File: config.mk
export PLATFORM = sky130hd
export DESIGN_NAME = sld_ram
export DESIGN_NICKNAME = d
export VERILOG_FILES = /design/src/sld_ram.sv
export SDC_FILE = /design/constraint.sdc
export NUM_CORES = 2
export LEC_CHECK = 0
export ABC_AREA = 1
export BUFFER_PORTS_ARGS = -buffer_cell sky130_fd_sc_hd__buf_4
export CAP_MARGIN = 10
export CORE_UTILIZATION = 40
export CTS_BUF_LIST = sky130_fd_sc_hd__clkbuf_8
export DETAILED_ROUTE_END_ITERATION = 10
export MAX_ROUTING_LAYER = met4
export PLACE_DENSITY_LB_ADDON = 0.25
export SLEW_MARGIN = 10
export SYNTH_ARGS = -nofsm -noshare
export SYNTH_HDL_FRONTEND = slang
export SYNTH_SLANG_ARGS = --single-unit
File: constraint.sdc
create_clock -name clk -period 2.2 [get_ports clk]
set_clock_uncertainty 0.05 [all_clocks]
set_input_delay 0 -clock clk [delete_from_list [all_inputs] [get_ports clk]]
set_output_delay 0 -clock clk [all_outputs]
set_load 0.01 [all_outputs]
File: src/sld_ram.sv
module sld_ram #(
  parameter int WIDTH = 8,
  parameter int DEPTH = 256
) (
  input  logic                     clk,
  input  logic                     we,
  input  logic [$clog2(DEPTH)-1:0] waddr,
  input  logic [WIDTH-1:0]         wdata,
  input  logic                     re,
  input  logic [$clog2(DEPTH)-1:0] raddr,
  output logic [WIDTH-1:0]         rdata
);

  logic [WIDTH-1:0] mem [DEPTH];

  always_ff @(posedge clk) begin
    if (we) begin
      mem[waddr] <= wdata;
    end
    if (re) begin
      rdata <= mem[raddr];
    end
  end

endmodule

==> results.py <==
metrics = {
    "worst_setup_path": {
        "startpoint_type": "primary input",
        "ff2ff_setup_slack_ns": 0.02,
        "reg2reg_to": "rdata[7]",
        "crit_family": "buffers and inverters",
        "crit_required_ns": 2.93,
        "cpMostUsedCell": "nand3_1",
        "cp.arrival_ns": 2.94,
        "end_kind": "register",
        "r2r_cells": 10,
        "cp_max_fo": 19,
        "critPathMaxStageDelay_ns": 0.57,
        "critical_path_buf_inv_count": 6,
        "r2r-start": "mem[17][7]",
        "path_class": "in -> reg",
        "cp_cell_sequence": "dlygate4sd3_1, buf_8, inv_8, buf_12, buf_12, buf_4, nand3_1, nand3_1, nand3_1, nand3_1, nand3_1, nand3_1, nand2_1, nand2_1, nand2_1",
        "crit_path_top_delay_cell": "dlygate4sd3_1",
    },
    "grt": {
        "grt-ovfl-total": 0,
        "grt_pass1_wl_mm": 369,
        "antenna_found_initial": 7,
        "grt_pass1_vias": 55417,
        "grtUsageTotal_pct": 24.4,
        "grt_max_degree": 79,
    },
    "sta": {
        "worst_slew_pin_slew_ns": 1.15,
        "hold_viol_final": 0,
        "period_share_pct": 101,
        "clock.fmax_mhz": 452,
        "max-slew-margin-rel_pct": 23.0,
        "period_minus_slack_ns": 2.21,
        "setup_viol": 1,
        "maxSlewViolCount": 0,
        "setup_slack_ns": -0.0129,
        "rsz0062_at_grt": "no",
    },
    "synth": {
        "synth_edf_count": 2056,
        "yosysWarnings": 0,
        "synth_top_cell_by_area": "edfxtp_1",
        "synth.area.top_cells": "edfxtp_1 (74%), nand3_1 (12%), nand2_1 (9.5%), buf_2 (1.6%), nor2_1 (1.3%)",
        "synth_nets": 7030,
        "synth.avg_cell_area_um2": 11.9,
        "synth_seq_area_share_pct": 74.0,
        "yosys.area.top_type_share_pct": 74.0,
        "syn-instance-count": 7003,
        "synthFlopType": "edfxtp_1",
        "yosysUniqueCellTypes": 13,
        "synth_seq_cells": 2056,
        "async_reset_ff_share_pct": 0,
        "netlist_area_um2": 83500,
        "ys_top_cells_by_count": "nand2_1 (2,123), edfxtp_1 (2,056), nand3_1 (2,019)",
        "yosysMostFrequentCell": "nand2_1",
    },
    "finish": {
        "drive_gt1_share_pct": 13.7,
        "fillers": 18682,
        "fin_area_um2": 97800,
        "final_util_pct": 47.2,
        "area_growth_pct": 17.2,
        "nets": 7612,
    },
    "hold_path": {
        "hold_end": "mem[39][3]",
        "holdPathStages": 3,
        "holdCritPathClass": "in -> reg",
        "hold_start": "wdata[3]",
    },
    "routing": {
        "dr.pass1.iters": 5,
        "vias_per_cell": 5.40,
        "wl_per_cell_um": 23.7,
        "drtIter0Drc": 6252,
        "drt_wl_total_mm": 252,
        "dr_total_vias": 57355,
        "drcViolationCount": 0,
        "antenna_left": 0,
    },
    "clocking": {
        "cts_root_buffer": "clkbuf_8",
        "cts_tree": "done",
        "clk_latency_ns": 1.07,
        "clk_pin_slew_ns": 0.06,
        "postCtsSetupBuffers": 0,
        "cts_made_buffers": 354,
        "cts_sinks": 2056,
        "clock_path_buffers": 4,
        "htree_levels": 5,
    },
    "place": {
        "postPlaceCellArea_um2": 91200,
        "portBuffers": 34,
        "dp_slack_ns": -0.424,
        "gp_congestion": 0.899,
        "detailed_place_hpwl_mm": 153,
    },
    "floorplanning": {
        "fp-row-count": 167,
        "fp.dieH_um": 459,
        "die-area_um2": 211000,
        "pin_count": 35,
        "core-area_um2": 207000,
        "fp.dieW_um": 459,
        "initial_utilization_pct": 40.3,
    },
    "outcome": {
        "outcome": "finished with violations",
        "violations": "setup timing",
    },
    "power": {
        "cellLeakagePower_nw": 35.3,
        "vdd_drop_max_v": 0.000636,
        "power.density_nw_per_um2": 815,
    },
    "job": {
        "cap_viol_max_count": 0,
    },
}
[power by group]
group | internal (mW) | switching (mW)
registers | 43.2 | 0.0599
logic | 1.73 | 4.03
clock network | 15.4 | 15.2
[kinds of logic (layout without fill, tap and decap cells)]
kind of cell,Yosys count,count (layout),synth area share (%)
buffers and inverters,522,1356,3.12
flip-flops,2056,2056,74.0
other,0,4,0
AND/OR/NAND/NOR,4425,4425,22.9
[state kept, by name (all words and copies together), names as in the netlist]
| name | flops |
|---|---|
| mem | 2048 |
| rdata | 8 |
[area by class of cell]
class                      count  area (µm²)  share of cell area [%]
timing repair buffer         709        7230                    7.39
clock buffer                 360        4950                    5.06
clock inverter               248        1090                    1.11
sequential                  2056       61700                    63.1
tap                         2788        3490                    3.57
inverter                      39         180                   0.184
multi-input combinational   4425       19200                    19.6
antenna                        4        10.0                  0.0102
[cells in the final DEF, fill, tap and decap left out, types with 3 or more instances in the layout]
cell type      count
clkinvlp_4         4
clkinv_2          28
edfxtp_1        2056
clkbuf_8         360
bufinv_16          3
clkinv_1          94
inv_1            149
nand2_2            5
buf_4            519
diode_2            4
nand3_1         2018
dlygate4sd3_1     44
nor2_1           282
inv_8              5
buf_16             3
buf_8             11
buf_12           132
nand2_1         2118
[per-stage QoR]
stage / cells / total power, mW / hold WS, ns / setup TNS [ns]
finish: 10629 / 79.7 / 0.0818 / -0.0129
detailed placement: 9966 / 49.7 / 0.348 / -2.64
CTS: 10626 / 80.3 / 0.00999 / 0
global placement: 9966 / 49.6 / 0.350 / -2.66
floorplan: 7003 / 46.7 / 0.0489 / 0
global route: 10628 / 82.3 / 0.0447 / 0
[routing by layer]
layer	track usage [%]	wire length, µm	up-vias
met3	4.44	20800	473
li1	-	-	26109
met5	-	0	-
met1	32.3	104000	28286
met4	9.00	8600	0
met2	37.5	118000	2487
[what timing repair did]
item	in CTS	in global routing
hold endpoints to repair	4081	0
resized for setup	0	2
setup endpoints to repair	0	16
hold buffers	52	0
[worst max path at each step]
stage,start,to,depth (start not counted)
floorplan,we,mem[162][0],4
global placement,raddr[0],rdata[7],14
detailed placement,raddr[0],rdata[7],14
CTS,waddr[2],mem[177][1],10
global route,mem[38][7],rdata[7],11
finish,raddr[1],rdata[5],15
[tightest hold or removal path, delay by kind of cell]
kind                   cells  cell delay, ns
buffers and inverters      3            0.97
Power figures use the tool's default switching activity.
